===== config.mk =====
export PLATFORM = sky130hd
export DESIGN_NAME = swipe_gesture_recognizer_flat
export DESIGN_NICKNAME = d
export VERILOG_FILES = /design/src/hdl/sgr_pkg.sv /design/src/hdl/sgr_req_if.sv /design/src/hdl/sgr_rsp_if.sv /design/src/hdl/swipe_gesture_recognizer.sv /design/src/flat_wrapper.sv
export VERILOG_INCLUDE_DIRS = /design/src /design/src/hdl
export SDC_FILE = /design/constraint.sdc
export NUM_CORES = 1
export LEC_CHECK = 0
export ABC_AREA = 1
export CORE_MARGIN = 4
export CORE_UTILIZATION = 30
export DETAILED_ROUTE_END_ITERATION = 7
export DONT_BUFFER_PORTS = 1
export PLACE_DENSITY = 0.46
export SETUP_SLACK_MARGIN = 0.4
export SLEW_MARGIN = 5
export SYNTH_ARGS = -nofsm -noshare
export SYNTH_HDL_FRONTEND = slang
export SYNTH_SLANG_ARGS = --single-unit

===== constraint.sdc =====
create_clock -name clock -period 5.1 [get_ports clock]
set_clock_uncertainty 0.1 [all_clocks]
set_input_delay 0.255 -clock clock [delete_from_list [all_inputs] [get_ports clock]]
set_output_delay 0.255 -clock clock [all_outputs]
set_load 0.01 [all_outputs]

===== src/hdl/swipe_gesture_recognizer_assert.svh =====
// assertion macros for the swipe gesture recogniser
`ifndef SWIPE_GESTURE_RECOGNIZER_ASSERT_SVH
`define SWIPE_GESTURE_RECOGNIZER_ASSERT_SVH

// same-cycle implication
`define SGR_ASSERT_IMP(label, clk, rst, ante, cons, msg) \
   label: assert property (@(posedge clk) disable iff (rst) (ante) |-> (cons)) \
      else $error(msg);

// next-cycle implication
`define SGR_ASSERT_NXT(label, clk, rst, ante, cons, msg) \
   label: assert property (@(posedge clk) disable iff (rst) (ante) |=> (cons)) \
      else $error(msg);

`endif


===== src/hdl/sgr_pkg.sv =====
package sgr_pkg;

   localparam int COORD_BITS_DEF   = 16;
   localparam int CORDIC_STEPS_DEF = 16;

   localparam int FRAC_BITS    = 20;
   localparam int ANG_BITS     = FRAC_BITS + 10;
   localparam int ATAN_LEN     = 24;
   localparam int TAB_IDX_BITS = 5;
   localparam int DEG_BITS     = 11;

   localparam int FUNC_BITS   = 2;
   localparam int CODE_BITS   = 2;
   localparam int DIR_BITS    = 3;
   localparam int ANGLE_BITS  = 9;
   localparam int MIN_DIST_BITS = 8;
   localparam int TOL_BITS    = 6;
   localparam int CSR_IDX_BITS = 1;
   localparam int CSR_DATA_BITS = 8;

   typedef logic [FUNC_BITS-1:0] func_type;
   typedef logic [CODE_BITS-1:0] code_type;
   typedef logic [DIR_BITS-1:0]  dir_type;

   localparam func_type FUNC_PRESS   = 2'd0;
   localparam func_type FUNC_MOVE    = 2'd1;
   localparam func_type FUNC_RELEASE = 2'd2;

   localparam code_type CODE_IGNORE = 2'd0;
   localparam code_type CODE_MAYBE  = 2'd1;
   localparam code_type CODE_CANCEL = 2'd2;
   localparam code_type CODE_FINISH = 2'd3;

   localparam dir_type DIR_NONE  = 3'd0;
   localparam dir_type DIR_RIGHT = 3'd1;
   localparam dir_type DIR_LEFT  = 3'd2;
   localparam dir_type DIR_DOWN  = 3'd3;
   localparam dir_type DIR_UP    = 3'd4;

   localparam logic [CSR_IDX_BITS-1:0] REG_MIN_DISTANCE = 1'd0;
   localparam logic [CSR_IDX_BITS-1:0] REG_DIR_TOL      = 1'd1;

   localparam logic [MIN_DIST_BITS-1:0] MIN_DISTANCE_RST = 8'd10;
   localparam logic [TOL_BITS-1:0]      DIR_TOL_RST      = 6'd20;

   localparam logic signed [ANG_BITS-1:0] ANG_45  = ANG_BITS'(45 <<< FRAC_BITS);
   localparam logic signed [ANG_BITS-1:0] ANG_TOP = ANG_BITS'((45 <<< FRAC_BITS) - 1);
   localparam logic signed [ANG_BITS-1:0] ANG_90  = ANG_BITS'(90 <<< FRAC_BITS);
   localparam logic signed [ANG_BITS-1:0] ANG_180 = ANG_BITS'(180 <<< FRAC_BITS);
   localparam logic signed [ANG_BITS-1:0] ANG_360 = ANG_BITS'(360 <<< FRAC_BITS);

   localparam logic signed [DEG_BITS-1:0] DEG_90  = 11'sd90;
   localparam logic signed [DEG_BITS-1:0] DEG_180 = 11'sd180;
   localparam logic signed [DEG_BITS-1:0] DEG_270 = 11'sd270;
   localparam logic signed [DEG_BITS-1:0] DEG_360 = 11'sd360;

   // atan(2^-i) in degrees, 20 fraction bits
   localparam logic [ANG_BITS-1:0] ATAN_TAB [ATAN_LEN] = '{
      30'd47185920, 30'd27855475, 30'd14718068, 30'd7471121, 30'd3750058, 30'd1876857,
      30'd938658, 30'd469357, 30'd234682, 30'd117342, 30'd58671, 30'd29335,
      30'd14668, 30'd7334, 30'd3667, 30'd1833, 30'd917, 30'd458,
      30'd229, 30'd115, 30'd57, 30'd29, 30'd14, 30'd7
   };

endpackage


===== src/hdl/sgr_req_if.sv =====
interface sgr_req_if
   import sgr_pkg::*;
   #(parameter int COORD_BITS = COORD_BITS_DEF)
   ();
   logic                         valid;
   logic                         ready;
   func_type                     func;
   logic signed [COORD_BITS-1:0] pos_x;
   logic signed [COORD_BITS-1:0] pos_y;

   modport source (output valid, func, pos_x, pos_y, input ready);
   modport sink (input valid, func, pos_x, pos_y, output ready);
endinterface


===== src/hdl/sgr_rsp_if.sv =====
interface sgr_rsp_if
   import sgr_pkg::*;
   #(parameter int COORD_BITS = COORD_BITS_DEF)
   ();
   logic                         valid;
   logic                         ready;
   code_type                     result_code;
   dir_type                      swipe_dir;
   logic [ANGLE_BITS-1:0]        angle_deg;
   logic signed [COORD_BITS-1:0] end_x;
   logic signed [COORD_BITS-1:0] end_y;
   logic                         vert_script_req;
   logic                         horiz_script_req;

   modport source (output valid, result_code, swipe_dir, angle_deg, end_x, end_y,
                   vert_script_req, horiz_script_req, input ready);
   modport sink (input valid, result_code, swipe_dir, angle_deg, end_x, end_y,
                 vert_script_req, horiz_script_req, output ready);
endinterface


===== src/hdl/swipe_gesture_recognizer.sv =====
// channel   direction  handshake          payload
// req_bus   in         valid / ready      func, pos_x, pos_y
// rsp_bus   out        valid / ready      result_code, swipe_dir, angle_deg, end_x, end_y,
//                                         vert_script_req, horiz_script_req
// csr_*     in         csr_we             csr_index, csr_wdata
//
// press, release, ignored moves: the DELTA and PREP states register the result after the request is taken
// a scrolling move: DELTA, PREP, the ITER steps, UNFOLD and CLASS, one vectoring step per cycle in a shared
//   add/sub and barrel shift unit; folded octant edges skip the iterations
// one request at a time: req ready only when idle with the result register empty
// reset is synchronous, active high; clears control state and csr registers
`include "swipe_gesture_recognizer_assert.svh"

module swipe_gesture_recognizer
   import sgr_pkg::*;
   #(
   parameter int COORD_BITS   = COORD_BITS_DEF,
   parameter int CORDIC_STEPS = CORDIC_STEPS_DEF
   )
   (
   input  logic                      clock,
   input  logic                      reset,
   sgr_req_if.sink                   req_bus,
   sgr_rsp_if.source                 rsp_bus,
   input  logic                      csr_we,
   input  logic [CSR_IDX_BITS-1:0]   csr_index,
   input  logic [CSR_DATA_BITS-1:0]  csr_wdata
   );

   localparam int CW        = COORD_BITS + FRAC_BITS + 3;
   localparam int STEP_BITS = $clog2(CORDIC_STEPS);

   localparam logic [2:0] ST_IDLE   = 3'd0;
   localparam logic [2:0] ST_DELTA  = 3'd1;
   localparam logic [2:0] ST_PREP   = 3'd2;
   localparam logic [2:0] ST_ITER   = 3'd3;
   localparam logic [2:0] ST_UNFOLD = 3'd4;
   localparam logic [2:0] ST_CLASS  = 3'd5;

   logic [2:0] state_ff, state_in;
   logic [STEP_BITS-1:0] step_ff, step_in;
   logic rsp_valid_ff, rsp_valid_in;
   logic button_down_ff, button_down_in;
   logic [MIN_DIST_BITS-1:0] min_distance_ff;
   logic [TOL_BITS-1:0] dir_tol_ff;

   func_type func_ff, func_in;
   logic signed [COORD_BITS-1:0] px_ff, px_in, py_ff, py_in;
   logic signed [COORD_BITS-1:0] press_x_ff, press_x_in, press_y_ff, press_y_in;
   logic signed [COORD_BITS-1:0] anchor_x_ff, anchor_x_in, anchor_y_ff, anchor_y_in;
   logic signed [COORD_BITS:0] dx_ff, dx_in, dy_ff, dy_in;
   logic signed [CW-1:0] x_ff, x_in, y_ff, y_in;
   logic signed [ANG_BITS-1:0] z_ff, z_in;
   logic special_ff, special_in, swap_ff, swap_in, uxneg_ff, uxneg_in, uyneg_ff, uyneg_in;
   logic [ANGLE_BITS-1:0] deg_ff, deg_in;

   code_type code_ff, code_in;
   dir_type dir_ff, dir_in;
   logic [ANGLE_BITS-1:0] angle_ff, angle_in;
   logic signed [COORD_BITS-1:0] end_x_ff, end_x_in, end_y_ff, end_y_in;
   logic vert_ff, vert_in, horiz_ff, horiz_in;

   logic req_take;
   logic signed [COORD_BITS-1:0] ref_x, ref_y;
   logic signed [COORD_BITS:0] neg_dx, neg_dy;
   logic [COORD_BITS-1:0] mag_dx, mag_dy, mag_a, mag_b, md_ext;
   logic passes, swap;
   logic signed [CW-1:0] sh_x, sh_y;
   logic signed [ANG_BITS-1:0] tab_val, oct, t_val, ang;
   logic signed [DEG_BITS-1:0] ang_s, tol_s;
   dir_type sector;

   assign req_bus.ready = (state_ff == ST_IDLE) && !rsp_valid_ff;
   assign req_take      = req_bus.valid && req_bus.ready;

   assign rsp_bus.valid            = rsp_valid_ff;
   assign rsp_bus.result_code      = code_ff;
   assign rsp_bus.swipe_dir        = dir_ff;
   assign rsp_bus.angle_deg        = angle_ff;
   assign rsp_bus.end_x            = end_x_ff;
   assign rsp_bus.end_y            = end_y_ff;
   assign rsp_bus.vert_script_req  = vert_ff;
   assign rsp_bus.horiz_script_req = horiz_ff;

   // delta and threshold
   assign ref_x  = (func_ff == FUNC_RELEASE) ? press_x_ff : anchor_x_ff;
   assign ref_y  = (func_ff == FUNC_RELEASE) ? press_y_ff : anchor_y_ff;
   assign neg_dx = -dx_ff;
   assign neg_dy = -dy_ff;
   assign mag_dx = dx_ff[COORD_BITS] ? neg_dx[COORD_BITS-1:0] : dx_ff[COORD_BITS-1:0];
   assign mag_dy = dy_ff[COORD_BITS] ? neg_dy[COORD_BITS-1:0] : dy_ff[COORD_BITS-1:0];
   assign md_ext = COORD_BITS'(min_distance_ff);
   assign passes = !((mag_dx < md_ext) && (mag_dy < md_ext));
   assign swap   = mag_dy > mag_dx;
   assign mag_a  = swap ? mag_dy : mag_dx;
   assign mag_b  = swap ? mag_dx : mag_dy;

   // shared cordic step unit
   assign sh_x    = x_ff >>> step_ff;
   assign sh_y    = y_ff >>> step_ff;
   assign tab_val = ATAN_TAB[TAB_IDX_BITS'(step_ff)];

   // unfold octant
   always_comb begin
      if (special_ff) begin
         oct = z_ff;
      end else if (z_ff[ANG_BITS-1] || (z_ff == '0)) begin
         oct = ANG_BITS'(1);
      end else if (z_ff > ANG_TOP) begin
         oct = ANG_TOP;
      end else begin
         oct = z_ff;
      end
      t_val = swap_ff ? (ANG_90 - oct) : oct;
      case ({uxneg_ff, uyneg_ff})
         2'b00:   ang = t_val;
         2'b10:   ang = ANG_180 - t_val;
         2'b11:   ang = ANG_180 + t_val;
         default: ang = ANG_360 - t_val;
      endcase
   end

   // sector decision
   always_comb begin
      ang_s = $signed({2'b00, deg_ff});
      tol_s = $signed({5'b00000, dir_tol_ff});
      if ((ang_s > (DEG_360 - tol_s)) || (ang_s < tol_s)) begin
         sector = DIR_RIGHT;
      end else if ((ang_s < (DEG_180 + tol_s)) && (ang_s > (DEG_180 - tol_s))) begin
         sector = DIR_LEFT;
      end else if ((ang_s > (DEG_270 - tol_s)) && (ang_s < (DEG_270 + tol_s))) begin
         sector = DIR_DOWN;
      end else if ((ang_s > (DEG_90 - tol_s)) && (ang_s < (DEG_90 + tol_s))) begin
         sector = DIR_UP;
      end else begin
         sector = DIR_NONE;
      end
   end

   always_comb begin
      state_in       = state_ff;
      step_in        = step_ff;
      rsp_valid_in   = rsp_valid_ff;
      button_down_in = button_down_ff;
      func_in        = func_ff;
      px_in          = px_ff;
      py_in          = py_ff;
      press_x_in     = press_x_ff;
      press_y_in     = press_y_ff;
      anchor_x_in    = anchor_x_ff;
      anchor_y_in    = anchor_y_ff;
      dx_in          = dx_ff;
      dy_in          = dy_ff;
      x_in           = x_ff;
      y_in           = y_ff;
      z_in           = z_ff;
      special_in     = special_ff;
      swap_in        = swap_ff;
      uxneg_in       = uxneg_ff;
      uyneg_in       = uyneg_ff;
      deg_in         = deg_ff;
      code_in        = code_ff;
      dir_in         = dir_ff;
      angle_in       = angle_ff;
      end_x_in       = end_x_ff;
      end_y_in       = end_y_ff;
      vert_in        = vert_ff;
      horiz_in       = horiz_ff;

      if (rsp_valid_ff && rsp_bus.ready) begin
         rsp_valid_in = 1'b0;
      end

      case (state_ff)
         ST_IDLE: begin
            if (req_take) begin
               func_in  = req_bus.func;
               px_in    = req_bus.pos_x;
               py_in    = req_bus.pos_y;
               state_in = ST_DELTA;
            end
         end
         ST_DELTA: begin
            dx_in    = $signed({px_ff[COORD_BITS-1], px_ff}) -
                       $signed({ref_x[COORD_BITS-1], ref_x});
            dy_in    = $signed({py_ff[COORD_BITS-1], py_ff}) -
                       $signed({ref_y[COORD_BITS-1], ref_y});
            state_in = ST_PREP;
         end
         ST_PREP: begin
            code_in  = CODE_IGNORE;
            dir_in   = DIR_NONE;
            angle_in = '0;
            end_x_in = '0;
            end_y_in = '0;
            vert_in  = 1'b0;
            horiz_in = 1'b0;
            rsp_valid_in = 1'b1;
            state_in = ST_IDLE;
            case (func_ff)
               FUNC_PRESS: begin
                  button_down_in = 1'b1;
                  press_x_in  = px_ff;
                  press_y_in  = py_ff;
                  anchor_x_in = px_ff;
                  anchor_y_in = py_ff;
                  code_in     = CODE_MAYBE;
                  vert_in     = 1'b1;
               end
               FUNC_MOVE: begin
                  if (button_down_ff && passes) begin
                     rsp_valid_in = rsp_valid_ff;
                     anchor_x_in  = px_ff;
                     anchor_y_in  = py_ff;
                     swap_in      = swap;
                     uxneg_in     = dx_ff[COORD_BITS];
                     uyneg_in     = !dy_ff[COORD_BITS] && (dy_ff != '0);
                     x_in         = CW'({mag_a, {FRAC_BITS{1'b0}}});
                     y_in         = CW'({mag_b, {FRAC_BITS{1'b0}}});
                     step_in      = '0;
                     if (mag_b == '0) begin
                        z_in       = '0;
                        special_in = 1'b1;
                        state_in   = ST_UNFOLD;
                     end else if (mag_b == mag_a) begin
                        z_in       = ANG_45;
                        special_in = 1'b1;
                        state_in   = ST_UNFOLD;
                     end else begin
                        z_in       = '0;
                        special_in = 1'b0;
                        state_in   = ST_ITER;
                     end
                  end
               end
               FUNC_RELEASE: begin
                  button_down_in = 1'b0;
                  anchor_x_in    = press_x_ff;
                  anchor_y_in    = press_y_ff;
                  code_in        = passes ? CODE_FINISH : CODE_CANCEL;
               end
               default: begin
               end
            endcase
         end
         ST_ITER: begin
            if (!y_ff[CW-1]) begin
               x_in = x_ff + sh_y;
               y_in = y_ff - sh_x;
               z_in = z_ff + tab_val;
            end else begin
               x_in = x_ff - sh_y;
               y_in = y_ff + sh_x;
               z_in = z_ff - tab_val;
            end
            step_in = step_ff + 1'b1;
            if (step_ff == STEP_BITS'(CORDIC_STEPS - 1)) begin
               state_in = ST_UNFOLD;
            end
         end
         ST_UNFOLD: begin
            deg_in   = ang[FRAC_BITS +: ANGLE_BITS];
            state_in = ST_CLASS;
         end
         ST_CLASS: begin
            code_in      = CODE_IGNORE;
            dir_in       = sector;
            angle_in     = deg_ff;
            end_x_in     = px_ff;
            end_y_in     = py_ff;
            vert_in      = 1'b0;
            horiz_in     = (sector == DIR_RIGHT) || (sector == DIR_LEFT);
            rsp_valid_in = 1'b1;
            state_in     = ST_IDLE;
         end
         default: begin
            state_in = ST_IDLE;
         end
      endcase
   end

   always_ff @(posedge clock) begin
      if (reset) begin
         state_ff       <= ST_IDLE;
         step_ff        <= '0;
         rsp_valid_ff   <= 1'b0;
         button_down_ff <= 1'b0;
         press_x_ff     <= '0;
         press_y_ff     <= '0;
         anchor_x_ff    <= '0;
         anchor_y_ff    <= '0;
      end else begin
         state_ff       <= state_in;
         step_ff        <= step_in;
         rsp_valid_ff   <= rsp_valid_in;
         button_down_ff <= button_down_in;
         press_x_ff     <= press_x_in;
         press_y_ff     <= press_y_in;
         anchor_x_ff    <= anchor_x_in;
         anchor_y_ff    <= anchor_y_in;
      end
   end

   always_ff @(posedge clock) begin
      func_ff    <= func_in;
      px_ff      <= px_in;
      py_ff      <= py_in;
      dx_ff      <= dx_in;
      dy_ff      <= dy_in;
      x_ff       <= x_in;
      y_ff       <= y_in;
      z_ff       <= z_in;
      special_ff <= special_in;
      swap_ff    <= swap_in;
      uxneg_ff   <= uxneg_in;
      uyneg_ff   <= uyneg_in;
      deg_ff     <= deg_in;
      code_ff    <= code_in;
      dir_ff     <= dir_in;
      angle_ff   <= angle_in;
      end_x_ff   <= end_x_in;
      end_y_ff   <= end_y_in;
      vert_ff    <= vert_in;
      horiz_ff   <= horiz_in;
   end

   // csr registers
   always_ff @(posedge clock) begin
      if (reset) begin
         min_distance_ff <= MIN_DISTANCE_RST;
         dir_tol_ff      <= DIR_TOL_RST;
      end else if (csr_we) begin
         case (csr_index)
            REG_MIN_DISTANCE: min_distance_ff <= csr_wdata;
            REG_DIR_TOL:      dir_tol_ff      <= csr_wdata[TOL_BITS-1:0];
            default: begin
            end
         endcase
      end
   end

   `SGR_ASSERT_NXT(a_busy_after_req, clock, reset, req_take, !req_bus.ready, "ready after request")
   `SGR_ASSERT_IMP(a_rsp_only_idle, clock, reset, rsp_valid_ff, state_ff == ST_IDLE, "result while busy")
   `SGR_ASSERT_IMP(a_step_range, clock, reset, state_ff == ST_ITER, step_ff <= STEP_BITS'(CORDIC_STEPS - 1), "step overrun")
   `SGR_ASSERT_IMP(a_maybe_vert, clock, reset, rsp_valid_ff && (code_ff == CODE_MAYBE), vert_ff, "press without vertical request")
   `SGR_ASSERT_IMP(a_horiz_dir, clock, reset, rsp_valid_ff && horiz_ff, (dir_ff == DIR_RIGHT) || (dir_ff == DIR_LEFT), "horizontal request without horizontal swipe")

endmodule


===== src/flat_wrapper.sv =====
// flat-port wrapper written by rule: the top's interface ports become plain ports
module swipe_gesture_recognizer_flat import sgr_pkg::*;
#(
   parameter int COORD_BITS   = COORD_BITS_DEF,
   parameter int CORDIC_STEPS = CORDIC_STEPS_DEF
   )
  (clock, reset, csr_we, csr_index, csr_wdata, req_bus_valid, req_bus_func, req_bus_pos_x, req_bus_pos_y, req_bus_ready, rsp_bus_valid, rsp_bus_result_code, rsp_bus_swipe_dir, rsp_bus_angle_deg, rsp_bus_end_x, rsp_bus_end_y, rsp_bus_vert_script_req, rsp_bus_horiz_script_req, rsp_bus_ready);
  sgr_req_if #(.COORD_BITS(COORD_BITS)) req_bus_i ();
  sgr_rsp_if #(.COORD_BITS(COORD_BITS)) rsp_bus_i ();
  input  logic clock;
  input  logic reset;
  input  logic csr_we;
  input  logic [CSR_IDX_BITS-1:0] csr_index;
  input  logic [CSR_DATA_BITS-1:0] csr_wdata;
  input wire logic [$bits(req_bus_i.valid)-1:0] req_bus_valid;
  input wire logic [$bits(req_bus_i.func)-1:0] req_bus_func;
  input wire logic [$bits(req_bus_i.pos_x)-1:0] req_bus_pos_x;
  input wire logic [$bits(req_bus_i.pos_y)-1:0] req_bus_pos_y;
  output wire logic [$bits(req_bus_i.ready)-1:0] req_bus_ready;
  output wire logic [$bits(rsp_bus_i.valid)-1:0] rsp_bus_valid;
  output wire logic [$bits(rsp_bus_i.result_code)-1:0] rsp_bus_result_code;
  output wire logic [$bits(rsp_bus_i.swipe_dir)-1:0] rsp_bus_swipe_dir;
  output wire logic [$bits(rsp_bus_i.angle_deg)-1:0] rsp_bus_angle_deg;
  output wire logic [$bits(rsp_bus_i.end_x)-1:0] rsp_bus_end_x;
  output wire logic [$bits(rsp_bus_i.end_y)-1:0] rsp_bus_end_y;
  output wire logic [$bits(rsp_bus_i.vert_script_req)-1:0] rsp_bus_vert_script_req;
  output wire logic [$bits(rsp_bus_i.horiz_script_req)-1:0] rsp_bus_horiz_script_req;
  input wire logic [$bits(rsp_bus_i.ready)-1:0] rsp_bus_ready;
  assign req_bus_i.valid = req_bus_valid;
  assign req_bus_i.func = req_bus_func;
  assign req_bus_i.pos_x = req_bus_pos_x;
  assign req_bus_i.pos_y = req_bus_pos_y;
  assign req_bus_ready = req_bus_i.ready;
  assign rsp_bus_valid = rsp_bus_i.valid;
  assign rsp_bus_result_code = rsp_bus_i.result_code;
  assign rsp_bus_swipe_dir = rsp_bus_i.swipe_dir;
  assign rsp_bus_angle_deg = rsp_bus_i.angle_deg;
  assign rsp_bus_end_x = rsp_bus_i.end_x;
  assign rsp_bus_end_y = rsp_bus_i.end_y;
  assign rsp_bus_vert_script_req = rsp_bus_i.vert_script_req;
  assign rsp_bus_horiz_script_req = rsp_bus_i.horiz_script_req;
  assign rsp_bus_i.ready = rsp_bus_ready;
  swipe_gesture_recognizer #(.COORD_BITS(COORD_BITS), .CORDIC_STEPS(CORDIC_STEPS)) u_core (.clock(clock), .reset(reset), .req_bus(req_bus_i), .rsp_bus(rsp_bus_i), .csr_we(csr_we), .csr_index(csr_index), .csr_wdata(csr_wdata));
endmodule

==> impl_metrics.yaml, run 1 <==
status:
  outcome: "finished with violations"
  violations: "negative setup slack"
yosys:
  syn-cell-area_sq_mm: 0.03089
  ys_types: 71
  synth_seq_cells: 324
  synth.net_count: 4746
  synth-main-ff-cell: "edfxtp_1"
  synthTopCellsByCount: "nand2_1, inv_1, o21ai_0"
  avgSynthCellArea_sq_um: 6.941
  async_flop_share_pct: 0
  synth.area.top_cells: "edfxtp_1, nand2_1, ha_1"
  synth_most_common_cell: "nand2_1"
  synth_edf_count: 237
  synth_top_area_share_pct: 23.04
  ys_seq_area_share_pct: 28.67
  syn_inst: 4451
  yosysTopAreaCell: "edfxtp_1"
  yosysWarnings: 0
timing:
  final.setup.tns_ns: -0.4765
  drv_slew: 0
  post-route-min-period_ns: 5.217
  rsz0062_at_grt: "true"
  finalHoldWorstSlack_ns: 0.08845
  setup_viol: 10
  fmax_ghz: 0.1917
  slew_headroom_pct: 33.50
  tightest_slew_ns: 0.9975
  finalHoldViolCount: 0
  period_share_pct: 102.3
  timing.final.ws_setup_ns: -0.1168
global_routing:
  globalRouteOverflowTotal: 0
  grt_max_degree: 80
  antenna_found_initial: 2
  grt_pass1_wl_mm: 167.9
  grt_pass1_vias: 30770
  grt_usage_pct: 19.18
critical_path:
  cpMaxStageDelayCell: "dfxtp_4"
  crit_fanout: 7
  cpMostUsedCell: "buf_6"
  setup.worst_path.class: "reg2reg"
  worstPathArrival_ns: 5.42
  timing.rr.end: "u_core.x_ff[33]$_DFFE_PP_"
  regToRegStartpoint: "u_core.step_ff[0]$_SDFFE_PP0P_"
  crit_required_ns: 5.31
  reg2reg_depth: 35
  cpPeakStageDelay_ns: 0.41
  reg2reg_slack_ns: -0.12
  critPathLaunchType: "flip-flop"
  crit_path_end_kind: "flip-flop"
clocking:
  htreeDepth: 2
  clockBufferDepth: 3
  clkTransAtPathRegs_ns: 0.06
  cts_buffers: 43
  insertion_delay_ns: 0.60
  cts.sinks: 324
  cts_tree: "yes"
  cts-root-buf: "clkbuf_16"
cells_and_area:
  drive_gt1_share_pct: 26.37
  fillerInstances: 10560
  antenna_cells: 0
  multiInputGateArea_sq_mm: 0.02154
  final_cells: 6502
  seqCellArea_sq_mm: 0.008866
  area_growth_pct: 35.91
  nNetsFinal: 5396
  post-route-util_pct: 41.15
power_and_ir_drop:
  power_density_mw_per_mm2: 335.5
  power.leakage_uw: 0.01900
  ir_worst_vdd_uv: 343.4
place:
  gp_routability_congestion: 0.8976
  placed_cells: 6197
  numPortBuffers: 0
  hpwlAfterDp_mm: 81.10
detailed_routing:
  wl_mm: 107.5
  drtIter0Drc: 1827
  post_drt_wl_per_cell_microns: 16.54
  drc_errors: 0
  dr.pass1.iters: 5
  via_per_inst: 4.878
  vias: 31720
  ant_nets: 0
hold_path:
  hp-start: "csr_index"
  hold_end: "u_core.min_distance_ff[2]$_SDFFE_PP0P_"
  hold_class: "in2reg"
  hold_depth: 3
die:
  dieArea_sq_mm: 0.1082
  num_rows: 117
  core_sq_mm: 0.1020
  initial_core_util_pct: 30.28
  dieWidth_microns: 328.9
  die_height_microns: 328.9
  pin_count: 98
flow_run:
  maxCapViolCount: 0
==> critical path, delay by kind of cell, from the launching register on <==
family,cells,cell delay [ns]
AO/OA/AOI/OAI,11,1.68
buffers and inverters,11,1.12
AND/OR/NAND/NOR,9,0.91
flip-flops,1,0.41
adder cells (fa/ha/maj),2,0.38
XOR/XNOR,2,0.34
==> placed cells by master (no fill, tap or decap), drive strengths merged, types with 16 or more instances in the layout <==
master	Yosys	final
dfxtp	87	87
a21oi	362	362
buf	70	715
ha	242	242
edfxtp	237	237
nand2	1053	1053
clkbuf	93	64
or2	28	28
nor2	395	395
inv	560	564
o21ai	528	528
xor2	152	152
o211ai	17	17
nand3	228	228
nor3	42	42
dlygate4sd3	0	51
o21a	40	40
a21boi	16	16
mux2i	29	29
a31oi	53	53
nand4	43	43
nor4	22	22
xnor2	45	45
==> how the worst max path moves through the flow <==
stage / startpoint / endpoint / slack (ns) / cells past startpoint
3_5_place_dp: u_core.step_ff[0]$_SDFFE_PP0P_ / u_core.x_ff[36]$_SDFFCE_PN0P_ / -0.42 / 34
3_3_place_gp: u_core.step_ff[0]$_SDFFE_PP0P_ / u_core.x_ff[36]$_SDFFCE_PN0P_ / -0.48 / 32
4_1_cts: u_core.step_ff[0]$_SDFFE_PP0P_ / u_core.x_ff[29]$_DFFE_PP_ / -0.01 / 34
6_report: u_core.step_ff[0]$_SDFFE_PP0P_ / u_core.x_ff[33]$_DFFE_PP_ / -0.12 / 35
2_1_floorplan: u_core.step_ff[1]$_SDFFE_PP0P_ / u_core.z_ff[29]$_SDFFCE_PN0P_ / 0.42 / 30
5_1_grt: u_core.step_ff[0]$_SDFFE_PP0P_ / u_core.x_ff[35]$_DFFE_PP_ / -0.37 / 32
==> layer usage <==
layer	track usage [%]	wire length, microns	share of wire, %	vias up
met4	4.982	2975	2.8	4
met5	0	24	0.022	-
met1	26.01	50860	47	14750
li1	-	-	-	16250
met3	2.404	4072	3.8	157
met2	32.24	49580	46	562
==> power breakdown <==
part | leakage [uW] | internal [uW] | total (uW) | switching, uW
Clock | 0.000668 | 1760 | 3030 | 1270
Sequential | 0.00295 | 3460 | 3780 | 321
Combinational | 0.0154 | 2980 | 7270 | 4290
Total | 0.0190 | 8210 | 14100 | 5880
==> repair_timing <==
item | CTS | global route
pin swaps | 133 | 108
buffers inserted | 137 | 37
hold buffers | 51 | 0
setup endpoints to repair | 57 | 65
cloned | 2 | 0
resized for setup | 433 | 282
endpoints found under the hold margin | 57 | 0
==> through the flow <==
stage / cell area [sq um] / total power [uW] / worst slack, ns
after floorplan: 30910 / 7658 / 0.4212
after global placement: 36010 / 10080 / -0.4845
after detailed placement: 36010 / 10100 / -0.4236
after CTS: 40590 / 13820 / -0.01449
after global routing: 41990 / 15140 / -0.3669
final: 41990 / 14090 / -0.1168
==> cell families (layout without fill, tap and decap cells) <==
family,after synthesis,in the layout,share of synthesized area [%]
compound gates,1093,1093,19.46
xor+xnor,198,198,5.658
fa+ha+maj,247,247,10.12
buf+inv,725,1408,9.602
flops,324,324,28.67
mux,29,29,0.9396
simple gates,1835,1835,25.54
==> flip-flops by register name, indices dropped and copies added (netlist names), 2 cells and up <==
signal,count
u_core.func_ff,2
u_core.anchor_y_ff,16
u_core.anchor_x_ff,16
u_core.rsp_bus.end_x,16
u_core.dx_ff,17
u_core.y_ff,39
u_core.x_ff,39
u_core.rsp_bus.swipe_dir,3
u_core.py_ff,16
u_core.px_ff,16
u_core.rsp_bus.result_code,2
u_core.rsp_bus.end_y,16
u_core.deg_ff,9
u_core.dir_tol_ff,6
u_core.press_x_ff,16
u_core.state_ff,3
u_core.dy_ff,17
u_core.z_ff,30
u_core.step_ff,4
u_core.press_y_ff,16
u_core.min_distance_ff,8
u_core.rsp_bus.angle_deg,9
==> area by class of cell <==
| cell class | instances | area share [%] |
|---|---|---|
| multi-input cells | 3402 | 51.29 |
| well taps | 1368 | 4.076 |
| repair buffers | 768 | 15.22 |
| flip-flops and latches | 324 | 21.11 |
| inverters | 562 | 5.042 |
| clock inverters | 15 | 0.3456 |
| clock buffers | 63 | 2.911 |
(Power assumes the default switching activity.)
==> run 2: changes to the inputs <==
--- a/config.mk
+++ b/config.mk
@@ -11,6 +11,7 @@
 export CORE_UTILIZATION = 30
 export DETAILED_ROUTE_END_ITERATION = 7
 export DONT_BUFFER_PORTS = 1
+export MAX_ROUTING_LAYER = met4
 export PLACE_DENSITY = 0.46
 export SETUP_SLACK_MARGIN = 0.4
 export SLEW_MARGIN = 5
==> constraint.sdc (replaced) <==
create_clock -name clock -period 5.1 [get_ports clock]
set_clock_uncertainty 0.1 [all_clocks]
set_input_delay 0.255 -clock clock [delete_from_list [all_inputs] [get_ports clock]]
set_output_delay 0.255 -clock clock [all_outputs]
set_load 0.005 [all_outputs]
==> run 2 against run 1 <==
Against the previous run: the run now ends clean; worst hold slack worse by 0.0042 ns; maximum frequency up 2.4%; worst setup slack better by 0.12 ns; clock-buffer cell count down 10; critical endpoint is now u_core.x_ff[37]$_SDFFCE_PN0P_; register-to-register slack better by 0.12 ns; largest cell class unchanged; final cell count down 0.78%; combinational power down 0.8%; sequential cell count unchanged; first-iteration DRC count up 5.6%; final area down 1.8%; non-clock buffer count down 52.
==> impl_metrics.yaml, run 2 (synthesis results as in run 1) <==
status:
  outcome: "completed"
detailed_routing:
  drc_errors: 0
  ant_nets: 0
  via_per_inst: 4.843
  wl_mm: 106.7
  post_drt_wl_per_cell_microns: 16.54
  drtIter0Drc: 1930
  dr.pass1.iters: 6
  vias: 31250
critical_path:
  cp-startpoint: "u_core.step_ff[0]$_SDFFE_PP0P_"
  cpPeakStageDelay_ns: 0.38
  worstPathArrival_ns: 5.34
  cpMaxStageDelayCell: "dfxtp_4"
  crit_required_ns: 5.34
  setup.worst_path.class: "reg2reg"
  crit_fanout: 5
  cpMostUsedCell: "o21ai_2"
  critPathLaunchType: "flip-flop"
  crit_path_end_kind: "flip-flop"
  regToRegStartpoint: "u_core.step_ff[0]$_SDFFE_PP0P_"
place:
  hpwlAfterDp_mm: 81.75
  place_ws_ns: -0.4797
  gp_routability_congestion: 0.9149
  numPortBuffers: 0
  placed_area_sq_mm: 0.03606
  placed_cells: 6206
timing:
  setup_viol: 0
  timing.final.ws_setup_ns: 0.007065
  drv_slew: 0
  fmax_ghz: 0.1964
  period_share_pct: 99.86
  finalHoldWorstSlack_ns: 0.08425
  tightest_slew_ns: 0.9278
  rsz0062_at_grt: "true"
  finalHoldViolCount: 0
  slew_headroom_pct: 37.92
  post-route-min-period_ns: 5.093
power_and_ir_drop:
  power_density_mw_per_mm2: 343.4
  ir_worst_vdd_uv: 381.4
  power.leakage_uw: 0.01881
clocking:
  clkTransAtPathRegs_ns: 0.06
  cts_buffers: 42
  clockBufferDepth: 3
  cts.sinks: 324
  insertion_delay_ns: 0.62
  htreeDepth: 2
  cts_tree: "yes"
  cts-root-buf: "clkbuf_16"
global_routing:
  globalRouteOverflowTotal: 0
  grt_pass1_vias: 29930
  grt_pass1_wl_mm: 165.7
  grt_max_degree: 80
  antenna_found_initial: 1
  grt_usage_pct: 19.56
hold_path:
  hold_class: "in2reg"
  hp-start: "csr_index"
die:
  initial_core_util_pct: 30.28
  dieArea_sq_mm: 0.1082
  core_sq_mm: 0.1020
  dieWidth_microns: 328.9
  num_rows: 117
  die_height_microns: 328.9
  pin_count: 98
cells_and_area:
  post-route-util_pct: 40.40
  final_cell_mix: "nand2_1, buf_4, inv_1, o21ai_0, nor2_1"
  drive_gt1_share_pct: 24.60
  largest_registers: "u_core.x_ff: 39 flops, u_core.y_ff: 39 flops, u_core.z_ff: 30 flops"
  area_growth_pct: 33.43
  final_cells: 6451
  nNetsFinal: 5343
  postLayoutCellArea_sq_mm: 0.04122
  final_common_cell: "nand2_1"
flow_run:
  maxCapViolCount: 0
## run 2: cell types whose count changed in the layout (fill, tap and decap cells not counted), sizes merged
cell	change
buf	-52
clkinvlp	+2
clkbuf	-10
bufinv	+2
inv	-2
clkinv	+8
diode	+1
## run 2: timing repair
| action | CTS | global route |
|---|---|---|
| resized for setup | 226 | 365 |
| endpoints found under the setup margin | 55 | 71 |
| buffers inserted | 49 | 62 |
| gates cloned | 2 | 2 |
| hold endpoints to repair | 57 | 0 |
| hold buffers | 51 | 0 |
| pin swaps | 70 | 144 |
## run 2: stage by stage
step	power, uW	TNS, ns
2_1_floorplan	7630	0
3_3_place_gp	10080	-3.440
3_5_place_dp	10100	-4.022
4_1_cts	13720	-0.8054
5_1_grt	15250	-4.005
6_report	14150	0
## run 2: final cells by class
cell class	count	area, sq um
fillers	10650	60810
multi-input cells	3402	21170
flip-flops and latches	324	8866
repair buffers	716	5883
inverters	562	2112
well taps	1368	1712
clock buffers	53	1195
clock inverters	25	280.3
diodes	1	2.502
## run 2: layer usage
| metal | routed length [microns] | GRT usage (%) | vias up |
|---|---|---|---|
| li1 | - | - | 16160 |
| met1 | 50660 | 26.22 | 14390 |
| met2 | 49710 | 31.79 | 568 |
| met3 | 4005 | 2.447 | 125 |
| met4 | 2303 | 3.987 | 0 |
| met5 | 0 | - | - |
## run 2: path summary, 6_finish.rpt
| kind | endpoint | slack (ns) | depth (start not counted) |
|---|---|---|---|
| worst max register to register | u_core.x_ff[37]$_SDFFCE_PN0P_ | 0.007 | 32 |
| worst min register to register | u_core.anchor_x_ff[1]$_SDFFE_PP0P_ | 0.35 | 2 |
| worst max-delay path | u_core.x_ff[37]$_SDFFCE_PN0P_ | 0.007 | 32 |
| worst min-delay path | u_core.min_distance_ff[7]$_SDFFE_PP0P_ | 0.08 | 3 |
## run 2: worst max-delay path, delay by kind of cell (launching register included)
kind / cells / cell delay [ns]
AND/OR/NAND/NOR: 13 / 1.70
AO/OA/AOI/OAI: 9 / 1.12
buffers and inverters: 7 / 0.85
adder cells (fa/ha/maj): 2 / 0.49
flip-flops: 1 / 0.38
XOR/XNOR: 1 / 0.17
## run 2: report_power, final
part           switching (uW)  internal, uW
Combinational            4290          2930
Sequential                298          3460
Clock                    1310          1880
Total                    5890          8270
